===== config.mk =====
export PLATFORM = sky130hd
export DESIGN_NAME = scrolling_level_history_display_unit_flat
export DESIGN_NICKNAME = d
export VERILOG_FILES = /design/src/hw/rtl/slhd_pkg.sv /design/src/hw/rtl/slhd_event_if.sv /design/src/hw/rtl/slhd_bar_if.sv /design/src/hw/rtl/slhd_scaler.sv /design/src/hw/rtl/scrolling_level_history_display_unit.sv /design/src/flat_wrapper.sv
export SDC_FILE = /design/constraint.sdc
export NUM_CORES = 1
export LEC_CHECK = 0
export BUFFER_PORTS_ARGS = -buffer_cell sky130_fd_sc_hd__buf_2
export CAP_MARGIN = 0
export CORE_MARGIN = 2
export CORE_UTILIZATION = 55
export CTS_CLUSTER_SIZE = 8
export DETAILED_ROUTE_END_ITERATION = 16
export PLACE_DENSITY = 0.73
export SYNTH_ARGS = -nofsm -noshare
export SYNTH_HDL_FRONTEND = slang
export SYNTH_SLANG_ARGS = --single-unit
export TNS_END_PERCENT = 20

===== constraint.sdc =====
create_clock -name clk -period 4.3 [get_ports clk]
set_input_delay 0.215 -clock clk [delete_from_list [all_inputs] [get_ports clk]]
set_output_delay 0.215 -clock clk [all_outputs]
set_load 0.005 [all_outputs]

===== src/hw/rtl/slhd_pkg.sv =====
// Shared types, constants and the row mask function for the scrolling level
// history display unit. No dependencies.
package slhd_pkg;

  localparam int COLUMNS   = 16;
  localparam int ROWS      = 8;
  localparam int BANDS     = 7;
  localparam int COL_W     = $clog2(COLUMNS);
  localparam int FULL8     = 255;
  localparam int MIDLINE   = 127;
  localparam int ROW_PITCH = FULL8 / ROWS;
  localparam logic [13:0] PERIOD_RESET = 14'd125;
  localparam logic [13:0] ELAPSED_MAX  = 14'h3FFF;

  typedef enum logic [1:0] {
    OP_SAMPLE    = 2'd0,
    OP_TICK      = 2'd1,
    OP_BAND_DOWN = 2'd2,
    OP_BAND_UP   = 2'd3
  } op_t;

  typedef enum logic [2:0] {
    ST_IDLE  = 3'b001,
    ST_SCALE = 3'b010,
    ST_EMIT  = 3'b100
  } state_t;

  typedef struct packed {
    logic        start;
    logic [15:0] peak;
    logic [15:0] full_scale;
  } scale_req_t;

  typedef struct packed {
    logic       done;
    logic [7:0] value;
  } scale_rsp_t;

  // Centered bar: row j is lit when its center lies strictly within
  // half the value of the midline.
  function automatic logic [7:0] column_mask(input logic [7:0] value);
    logic [8:0] h;
    logic [8:0] c;
    logic [7:0] mask;
    h    = {2'b00, value[7:1]};
    mask = '0;
    if (h >= 9'(ROW_PITCH / 2)) begin
      for (int j = 0; j < ROWS; j++) begin
        c = 9'(j * ROW_PITCH + ROW_PITCH / 2);
        if ((c + h > 9'(MIDLINE)) && (c < 9'(MIDLINE) + h)) begin
          mask[j] = 1'b1;
        end
      end
    end
    return mask;
  endfunction

endpackage


===== src/hw/rtl/slhd_event_if.sv =====
// Input channel: valid/ready handshake carrying one event per transaction.
// Depends on slhd_pkg.
interface slhd_event_if;
  logic           valid;
  logic           ready;
  slhd_pkg::op_t  op;
  logic [3:0]     channel;
  logic [15:0]    level;
  logic [15:0]    full_scale;

  modport source(output valid, op, channel, level, full_scale, input ready);
  modport sink(input valid, op, channel, level, full_scale, output ready);
endinterface


===== src/hw/rtl/slhd_bar_if.sv =====
// Output channel: valid/ready handshake carrying one column mask per transaction.
// No dependencies.
interface slhd_bar_if;
  logic       valid;
  logic       ready;
  logic [5:0] column;
  logic [7:0] lit_rows;
  logic       last;

  modport source(output valid, column, lit_rows, last, input ready);
  modport sink(input valid, column, lit_rows, last, output ready);
endinterface


===== src/hw/rtl/slhd_scaler.sv =====
// Peak scaler: peak*255/full_scale with saturation, by restoring division
// one quotient bit per cycle. Depends on slhd_pkg.
module slhd_scaler (
  input  logic                    clk,
  input  logic                    rst,
  input  slhd_pkg::scale_req_t    req,
  output slhd_pkg::scale_rsp_t    rsp
);
  import slhd_pkg::*;

  logic        busy;
  logic        done;
  logic [2:0]  count;
  logic [15:0] rem;
  logic [7:0]  numer_lo;
  logic [15:0] den;
  logic [7:0]  quo;
  logic        sat;
  logic        zero;

  logic [23:0] numer;
  logic [16:0] trial;
  logic        fits;

  // peak*255 as (peak << 8) - peak. With peak <= full_scale the top 16 bits
  // are already below the divisor, so eight steps give the whole quotient.
  assign numer = {req.peak, 8'h00} - {8'h00, req.peak};
  assign trial = {rem, numer_lo[7]};
  assign fits  = trial >= {1'b0, den};

  always_ff @(posedge clk) begin
    if (rst) begin
      busy <= 1'b0;
      done <= 1'b0;
    end else begin
      done <= 1'b0;
      if (!busy && req.start) begin
        busy <= 1'b1;
      end else if (busy && count == 3'd0) begin
        busy <= 1'b0;
        done <= 1'b1;
      end
    end
  end

  always_ff @(posedge clk) begin
    if (!busy && req.start) begin
      rem      <= numer[23:8];
      numer_lo <= numer[7:0];
      den      <= req.full_scale;
      count    <= 3'd7;
      quo      <= '0;
      zero     <= (req.full_scale == 16'd0) && (req.peak == 16'd0);
      sat      <= (req.peak > req.full_scale);
    end else if (busy) begin
      numer_lo <= {numer_lo[6:0], 1'b0};
      count    <= count - 3'd1;
      quo      <= {quo[6:0], fits};
      if (fits) begin
        rem <= 16'(trial - {1'b0, den});
      end else begin
        rem <= trial[15:0];
      end
    end
  end

  always_comb begin
    rsp.done = done;
    if (sat) begin
      rsp.value = 8'(FULL8);
    end else if (zero) begin
      rsp.value = 8'h00;
    end else begin
      rsp.value = quo;
    end
  end

endmodule


===== src/hw/rtl/scrolling_level_history_display_unit.sv =====
// Scrolling level history display unit: peak tracking, step timing, column
// history and the column sequencer. Depends on slhd_pkg, slhd_event_if,
// slhd_bar_if and slhd_scaler.
// A stepping tick moves the block from idle to the scale state for the
// division, then to the emit state, one column per cycle while the sink is
// ready; input ready returns as the last column is loaded into the output.
// Samples, band steps and ticks without a step leave the block idle and ready.
// The eight-step division in slhd_scaler sets the step latency.
// Synchronous active-high reset: period 125 ms, broadband, empty history.
module scrolling_level_history_display_unit (
  input  logic               clk,
  input  logic               rst,
  slhd_event_if.sink         events,
  slhd_bar_if.source         bars,
  input  logic               cfg_wr_en,
  input  logic [13:0]        cfg_wr_data
);
  import slhd_pkg::*;

  state_t           state;
  logic [13:0]      period;
  logic [13:0]      elapsed;
  logic [13:0]      elapsed_next;
  logic [15:0]      peak;
  logic [15:0]      latched_fs;
  logic [3:0]       band;
  logic [7:0]       hist [COLUMNS];
  logic [COL_W-1:0] col;
  logic             out_valid;
  logic [COL_W-1:0] out_col;
  logic [7:0]       out_mask;
  logic             out_last;

  logic             accept;
  logic             step;
  logic             slot_free;
  scale_req_t       req;
  scale_rsp_t       rsp;

  assign accept       = events.valid && events.ready;
  assign events.ready = (state == ST_IDLE);
  assign elapsed_next = (elapsed < ELAPSED_MAX) ? elapsed + 14'd1 : elapsed;
  assign step         = accept && (events.op == OP_TICK) && (elapsed_next >= period);
  assign slot_free    = !out_valid || bars.ready;

  assign req.start      = step;
  assign req.peak       = peak;
  assign req.full_scale = latched_fs;

  slhd_scaler u_scaler (
    .clk (clk),
    .rst (rst),
    .req (req),
    .rsp (rsp)
  );

  always_ff @(posedge clk) begin
    if (rst) begin
      period <= PERIOD_RESET;
    end else if (cfg_wr_en) begin
      period <= cfg_wr_data;
    end
  end

  always_ff @(posedge clk) begin
    if (rst) begin
      state      <= ST_IDLE;
      elapsed    <= '0;
      peak       <= '0;
      latched_fs <= '0;
      band       <= 4'(BANDS);
      col        <= '0;
      out_valid  <= 1'b0;
      for (int i = 0; i < COLUMNS; i++) begin
        hist[i] <= '0;
      end
    end else begin
      if (state == ST_EMIT && slot_free) begin
        out_valid <= 1'b1;
      end else if (bars.ready) begin
        out_valid <= 1'b0;
      end
      case (state)
        ST_IDLE: begin
          if (accept) begin
            case (events.op)
              OP_SAMPLE: begin
                if (events.channel == band) begin
                  latched_fs <= events.full_scale;
                  if (events.level > peak) begin
                    peak <= events.level;
                  end
                end
              end
              OP_BAND_DOWN: begin
                if (band != 4'd0) begin
                  band <= band - 4'd1;
                end
              end
              OP_BAND_UP: begin
                if (band < 4'(BANDS)) begin
                  band <= band + 4'd1;
                end
              end
              OP_TICK: begin
                if (step) begin
                  elapsed <= '0;
                  state   <= ST_SCALE;
                end else begin
                  elapsed <= elapsed_next;
                end
              end
              default: begin
              end
            endcase
          end
        end
        ST_SCALE: begin
          if (rsp.done) begin
            for (int i = COLUMNS - 1; i > 0; i--) begin
              hist[i] <= hist[i-1];
            end
            hist[0] <= rsp.value;
            peak    <= '0;
            col     <= '0;
            state   <= ST_EMIT;
          end
        end
        ST_EMIT: begin
          // One column per transaction; the output register frees the input
          // side as soon as the last column is loaded.
          if (slot_free) begin
            if (col == COL_W'(COLUMNS - 1)) begin
              state <= ST_IDLE;
            end else begin
              col <= col + 1'b1;
            end
          end
        end
        default: begin
          state <= ST_IDLE;
        end
      endcase
    end
  end

  always_ff @(posedge clk) begin
    if (state == ST_EMIT && slot_free) begin
      out_col  <= col;
      out_mask <= column_mask(hist[col]);
      out_last <= (col == COL_W'(COLUMNS - 1));
    end
  end

  assign bars.valid    = out_valid;
  assign bars.column   = 6'(out_col);
  assign bars.lit_rows = out_mask;
  assign bars.last     = out_last;

endmodule


===== src/flat_wrapper.sv =====
// flat-port wrapper written by rule: the top's interface ports become plain ports
module scrolling_level_history_display_unit_flat import slhd_pkg::*;
  (clk, rst, cfg_wr_en, cfg_wr_data, events_valid, events_op, events_channel, events_level, events_full_scale, events_ready, bars_valid, bars_column, bars_lit_rows, bars_last, bars_ready);
  slhd_event_if events_i ();
  slhd_bar_if bars_i ();
  input  logic clk;
  input  logic rst;
  input  logic cfg_wr_en;
  input  logic [13:0] cfg_wr_data;
  input wire logic [$bits(events_i.valid)-1:0] events_valid;
  input wire logic [$bits(events_i.op)-1:0] events_op;
  input wire logic [$bits(events_i.channel)-1:0] events_channel;
  input wire logic [$bits(events_i.level)-1:0] events_level;
  input wire logic [$bits(events_i.full_scale)-1:0] events_full_scale;
  output wire logic [$bits(events_i.ready)-1:0] events_ready;
  output wire logic [$bits(bars_i.valid)-1:0] bars_valid;
  output wire logic [$bits(bars_i.column)-1:0] bars_column;
  output wire logic [$bits(bars_i.lit_rows)-1:0] bars_lit_rows;
  output wire logic [$bits(bars_i.last)-1:0] bars_last;
  input wire logic [$bits(bars_i.ready)-1:0] bars_ready;
  assign events_i.valid = events_valid;
  assign events_i.op = events_op;
  assign events_i.channel = events_channel;
  assign events_i.level = events_level;
  assign events_i.full_scale = events_full_scale;
  assign events_ready = events_i.ready;
  assign bars_valid = bars_i.valid;
  assign bars_column = bars_i.column;
  assign bars_lit_rows = bars_i.lit_rows;
  assign bars_last = bars_i.last;
  assign bars_i.ready = bars_ready;
  scrolling_level_history_display_unit u_core (.clk(clk), .rst(rst), .events(events_i), .bars(bars_i), .cfg_wr_en(cfg_wr_en), .cfg_wr_data(cfg_wr_data));
endmodule

# Word level (Yosys, flattened, before mapping)
# Memory sizes are Yosys's and may differ from the RTL's. A register that Yosys moved wholly into a read port is not among the register bits.
# Index checks and enable logic that the tools add are counted.
# op_classes
magnitude_cmp,23
n_reduce_logical,36
n_eq_ne,20
addsub,16
mux,66
bitwise_logic,16
# op_table
op,n
8-bit two-way mux,20
16-bit two-way mux,8
"9-bit by 7-bit > comparator with 1-bit output, second input constant",8
"8-bit by 7-bit adder with 9-bit output, first input constant",4
"8-bit by 9-bit less-than comparator with 1-bit output, first input constant",4
16-bit > comparator,2
16-bit logical NOT,2
16-bit one-hot mux with 2 select lines,1
14-bit two-way mux,2
4-bit two-way mux,7
"7-bit by 7-bit adder with 8-bit output, first input constant",3
24-bit by 16-bit subtractor with 24-bit output,1
1-bit two-way mux,19
"7-bit by 9-bit less-than comparator with 1-bit output, first input constant",2
3-bit two-way mux,6
17-bit by 16-bit >= comparator with 1-bit output,1
"2-bit != test, second input constant",8
1-bit bitwise OR,16
4-bit one-hot mux with 2 select lines,2
16-bit subtractor,1
1-bit logical AND,15
"14-bit by 1-bit adder with 14-bit output, second input constant",1
14-bit >= comparator,1
"14-bit less-than comparator, second input constant",1
other kinds (29),42
# word_totals
out_inout_bits,17
wordCells,198
regBits,140
n_memories,1
ramBits,128
# mem_list
name,words,word_bits,read_ports,rd_clocked_by_memory_dff,wr,line_no,source
u_core.hist,16,8,16,1,16,scrolling_level_history_display_unit.sv:27,logic [7:0] hist [COLUMNS];

# Depth between registers and ports, before layout
# depth
word_depth,8
ltp_mapped,20
depth_no_buf,17

# Modules after synthesis
# Synthesis repeated with hierarchy kept, for this count alone.
# unflattened
hier_cells,1336
hier_area_um2,14222.4
# by_module_without_submodules
mod,cells_each,n_inst,area_per_inst_um2,seq_area_each_um2
scrolling_level_history_display_unit,882,1,10064.7,5275.1
slhd_scaler,454,1,4157.7,1521.5

# Worst setup path after synthesis
# No wires, ideal clock.
# synth_path
kind,register -> register
startpoint,register u_core.elapsed[3]
endpoint,"register u_core.u_scaler.rem[15], data pin"
required_time_ns,4.026
arrival_time_ns,3.944
period_less_slack_ns,4.219
stages_incl_launch_ff,18
slack_ns,0.081
path_buffers,4
path_cell_list,dfxtp_1 -> buf_2 -> and4_1 -> and3_1 -> nand3_1 -> nor3_1 -> nor2_1 -> nand2_1 -> xnor2_1 -> ha_1 -> a211o_1 -> o31a_1 -> o221ai_2 -> or2_0 -> clkbuf_1 -> buf_2 -> clkbuf_1 -> a31oi_1
# synth_between
elab_chain_cells,6
# synth_lines
item,line_no,source
start: declaration,scrolling_level_history_display_unit.sv:22,logic [13:0] elapsed;
start signal: assignment,scrolling_level_history_display_unit.sv:110,elapsed <= elapsed_next;
14-bit by 1-bit adder with 14-bit output or 14-bit less-than comparator (tied branches),scrolling_level_history_display_unit.sv:42,assign elapsed_next = (elapsed < ELAPSED_MAX) ? elapsed + 14'd1 : elapsed;
14-bit two-way mux *,scrolling_level_history_display_unit.sv:42,
14-bit >= comparator *,scrolling_level_history_display_unit.sv:43,assign step = accept && (events.op == OP_TICK) && (elapsed_next >= period);
1-bit logical AND *,scrolling_level_history_display_unit.sv:43,
1-bit logical AND *,slhd_scaler.sv:47,if (!busy && req.start) begin
16-bit two-way mux *,slhd_scaler.sv:47,
end signal: assignment,slhd_scaler.sv:48,rem <= numer[23:8];
end signal: assignment,slhd_scaler.sv:60,"rem <= 16'(trial - {1'b0, den});"
end signal: assignment,slhd_scaler.sv:62,rem <= trial[15:0];
end: declaration,slhd_scaler.sv:14,logic [15:0] rem;
# Mark *: on every way between the ends. The rest lies on a longest branch, timed or not.
# A chain may end at the register's enable or synchronous reset.

# Worst setup path after layout
# layout_path
startpoint,register u_core.elapsed[5]
endpoint,"register u_core.u_scaler.rem[5], data pin"
# Same word-level chain as after synthesis.

==> results.sh <==
export IMPL_result_of_the_run="completed"
export IMPL_category_of_cells_accounting_for_the_largest_share_of_critical_path_delay="simple AND/OR/NAND/NOR gates"
export IMPL_postSynth_topFlopCell="sky130_fd_sc_hd__edfxtp_1"
export IMPL_number_of_i_o_port_buffers=71
export IMPL_max_cap_violations=0
export IMPL_yosys_register_bits=256
export IMPL_cp_arrival_ps=4270
export IMPL_hold_viol_final=0
export IMPL_power_leakage_nw=6.73
export IMPL_met1_length_um=13900
export IMPL_fin_worst_skew_ps=28.6
export IMPL_crit_top_cell="sky130_fd_sc_hd__buf_4"
export IMPL_critical_path_max_stage_delay_ps=390
export IMPL_clk_latency_ps=520
export IMPL_setup_tns_ps=0
export IMPL_critPathLaunchType="flop"
export IMPL_area_of_the_die_um2=27400
export IMPL_finalWeightedCongestion=0.914
export IMPL_globalRouteOverflowTotal=0
export IMPL_clock_sinks=256
export IMPL_cts_made_buffers=38
export IMPL_synth_most_common_cell="sky130_fd_sc_hd__edfxtp_1"
export IMPL_critical_path_peak_fanout=27
export IMPL_tightestPinTransition_ps=1180
export IMPL_avgSynthCellArea_um2=10.9
export IMPL_synthDominantCellAreaShare_pct=35.0
export IMPL_boundaryPins=74
export IMPL_critPathBufInv=2
export IMPL_clock_fmax_ghz=0.250
export IMPL_start_util_pct=55.5
export IMPL_setup_ws_ps=293
export IMPL_final_antenna_net_count=0
export IMPL_std_cell_rows=59
export IMPL_fin_crit_ps=4010
export IMPL_slew_headroom_pct=21.3
export IMPL_numnets_final=1601
export IMPL_layoutNonFillerInstCount=1803
export IMPL_setup_slack_placement_ps=208
export IMPL_cts_post_setup_buffers_inserted=0
export IMPL_tritoncts="built"
export IMPL_die_height_um=165
export IMPL_ys_warnings_count=0
export IMPL_drcViolationCount=0
export IMPL_grt_antenna_before_repair=0
export IMPL_num_antenna_cells=0
export IMPL_power_mw=5.68
export IMPL_worst_hold_path_type="input port to flop"
export IMPL_cts_clk_slew_worst_paths_ps=50
export IMPL_detailroute_via_count=10400
export IMPL_clockRootBuffer="sky130_fd_sc_hd__clkbuf_16"
export IMPL_endpoint_kind="flop"
export IMPL_grt_pass1_wl_um=51000
export IMPL_power_density_nw_per_um2=342
export IMPL_setup_violations=0
export IMPL_synth_largest_area_cell="sky130_fd_sc_hd__edfxtp_1"
export IMPL_clock_path_buffers=3
export IMPL_post_synth_num_cell_types=87
export IMPL_synth_edff_count=167
export IMPL_route_detailed_vias_per_inst=5.75
export IMPL_routed_wl_met3_um=1420
export IMPL_mappedNetlistArea_um2=14300
export IMPL_worst_ir_drop_vdd_mv=0.293
export IMPL_drt_iter0_markers=662
export IMPL_dominant_cells_by_area_after_synthesis="sky130_fd_sc_hd__edfxtp_1, sky130_fd_sc_hd__dfxtp_1, sky130_fd_sc_hd__ha_1"
export IMPL_groute_usage_overall_pct=23.4
export IMPL_grt_start_max_net_pins=106
export IMPL_chipWidth_um=165
export IMPL_highest_signal_layer="met4"
export IMPL_coreArea_um2=25800
export IMPL_detailedPlacementHpwl_um=21200
export IMPL_drt_pass1_iterations=5
export IMPL_critical_path_slowest_cell="sky130_fd_sc_hd__dfxtp_1"
export IMPL_synth_cells_most_frequent="sky130_fd_sc_hd__edfxtp_1, sky130_fd_sc_hd__and2_1, sky130_fd_sc_hd__nor2_1, sky130_fd_sc_hd__nand2_1, sky130_fd_sc_hd__ha_1"
export IMPL_synth_cells=1320
export IMPL_synthArstFlopShare_pct=0
export IMPL_htreeDepth=2
export IMPL_drt_wirelength_per_cell_um=17.6
export IMPL_dp_cells=1697
export IMPL_timing_final_max_slew_violations=0
export IMPL_first_global_vias=10300
export IMPL_met2_wirelength_um=15500
export IMPL_crit_required_ps=4560
export IMPL_path_class="flop to flop"
export IMPL_layout_drive_gt1_share_pct=13.2
export IMPL_cp_cell_sequence="and4_4 > and3_1 > nand3_2 > nor3_4 > buf_4 > mux2_2 > ha_1 > nand4_1 > nor4_1 > o21ai_0 > nand3_1 > o221ai_2 > or2_4 > buf_4 > and2_1 > a221o_1"
export IMPL_synth_yosys_seq_area_share_pct=47.4
export IMPL_flow_area_growth_from_synthesis_pct=15.9
export IMPL_period_share_pct=93.2
export IMPL_totalWireLength_um=31800
## where the power goes
group	leakage [nW]	internal (mW)	switching, mW
clock	0.513	1.64	1.05
sequential	2.46	2.65	0.0266
combinational	3.76	0.148	0.167
## stage by stage
step / hold WS [ps] / cell area [um2] / utilization (%)
after global routing: 19.2 / 16600 / 64.3
after global placement: 422 / 15100 / 58.3
after CTS: 7.06 / 16600 / 64.2
after floorplan: 344 / 14300 / -
after detailed placement: 427 / 15100 / 58.3
final: 16.5 / 16600 / 64.3
## layout by cell type (no fill, tap or decap), types with 41 or more instances in the layout
cell	synthesis	final
sky130_fd_sc_hd__a21oi_1	71	71
sky130_fd_sc_hd__dlygate4sd3_1	0	45
sky130_fd_sc_hd__ha_1	95	95
sky130_fd_sc_hd__nor2_1	98	97
sky130_fd_sc_hd__dfxtp_1	89	89
sky130_fd_sc_hd__nand2_1	96	95
sky130_fd_sc_hd__o21ai_0	41	41
sky130_fd_sc_hd__buf_2	9	71
sky130_fd_sc_hd__edfxtp_1	167	167
sky130_fd_sc_hd__mux2i_1	42	42
sky130_fd_sc_hd__and2_1	108	108
sky130_fd_sc_hd__inv_1	85	85
## flip-flops by register name, indices dropped and copies added (netlist names), 14 cells and up, named ones only
name	cells
u_core.u_scaler.den	16
u_core.peak	16
u_core.latched_fs	16
u_core.period	14
u_core.elapsed	14
u_core.u_scaler.rem	16
u_core.hist	112
## metal layers
| layer | global-route usage [%] | vias to the layer above |
|---|---|---|
| li1 | - | 5014 |
| met2 | 40.4 | 271 |
| met1 | 30.3 | 5010 |
| met5 | 0 | - |
| met3 | 3.65 | 74 |
| met4 | 7.56 | 0 |
## cell families (layout without fill, tap and decap cells)
family,after synthesis,after routing,share of synthesized area (%)
AOI/OAI and AO/OA,217,217,9.98
xor gates and xnor gates,68,68,4.39
adders and majority gates,98,98,8.64
buffers and inverters,141,288,4.22
DFF,256,256,47.4
muxes,77,77,8.46
other,1,2,0.0262
and+or+nand+nor,462,462,16.9
## layout make-up
| cell class | count | area [um2] |
|---|---|---|
| clock inverter | 3 | 45.0 |
| multi-input combinational | 924 | 6990 |
| clock buffer | 58 | 1030 |
| timing repair buffer | 140 | 1010 |
| inverter | 87 | 332 |
| sequential | 256 | 6800 |
| tap | 335 | 419 |
| fill | 2001 | 9220 |
## worst reg2reg max path, cell delays in order (launching register included)
cell,delay (ps)
sky130_fd_sc_hd__dfxtp_1,390
sky130_fd_sc_hd__and4_4,270
sky130_fd_sc_hd__and3_1,210
sky130_fd_sc_hd__nand3_2,140
sky130_fd_sc_hd__nor3_4,250
sky130_fd_sc_hd__buf_4,180
sky130_fd_sc_hd__mux2_2,350
sky130_fd_sc_hd__ha_1,290
sky130_fd_sc_hd__nand4_1,90
sky130_fd_sc_hd__nor4_1,260
sky130_fd_sc_hd__o21ai_0,110
sky130_fd_sc_hd__nand3_1,90
sky130_fd_sc_hd__o221ai_2,110
sky130_fd_sc_hd__or2_4,290
sky130_fd_sc_hd__buf_4,230
sky130_fd_sc_hd__and2_1,200
sky130_fd_sc_hd__a221o_1,310
## worst paths after layout
path	slack, ps	cells past startpoint	startpoint	endpoint
setup reg to reg	290	16	u_core.elapsed[5]	u_core.u_scaler.rem[5]
hold reg to reg	430	1	u_core.u_scaler.count[0]	u_core.u_scaler.count[0]
hold / removal	20	3	events_full_scale[12]	u_core.latched_fs[12]
setup / recovery	290	16	u_core.elapsed[5]	u_core.u_scaler.rem[5]
## what timing repair did
action,in CTS,in global routing
gates resized for setup,0,7
setup endpoints to repair,0,13
hold buffers,45,0
hold endpoints to repair,45,0
Power figures use the tool's default switching activity.
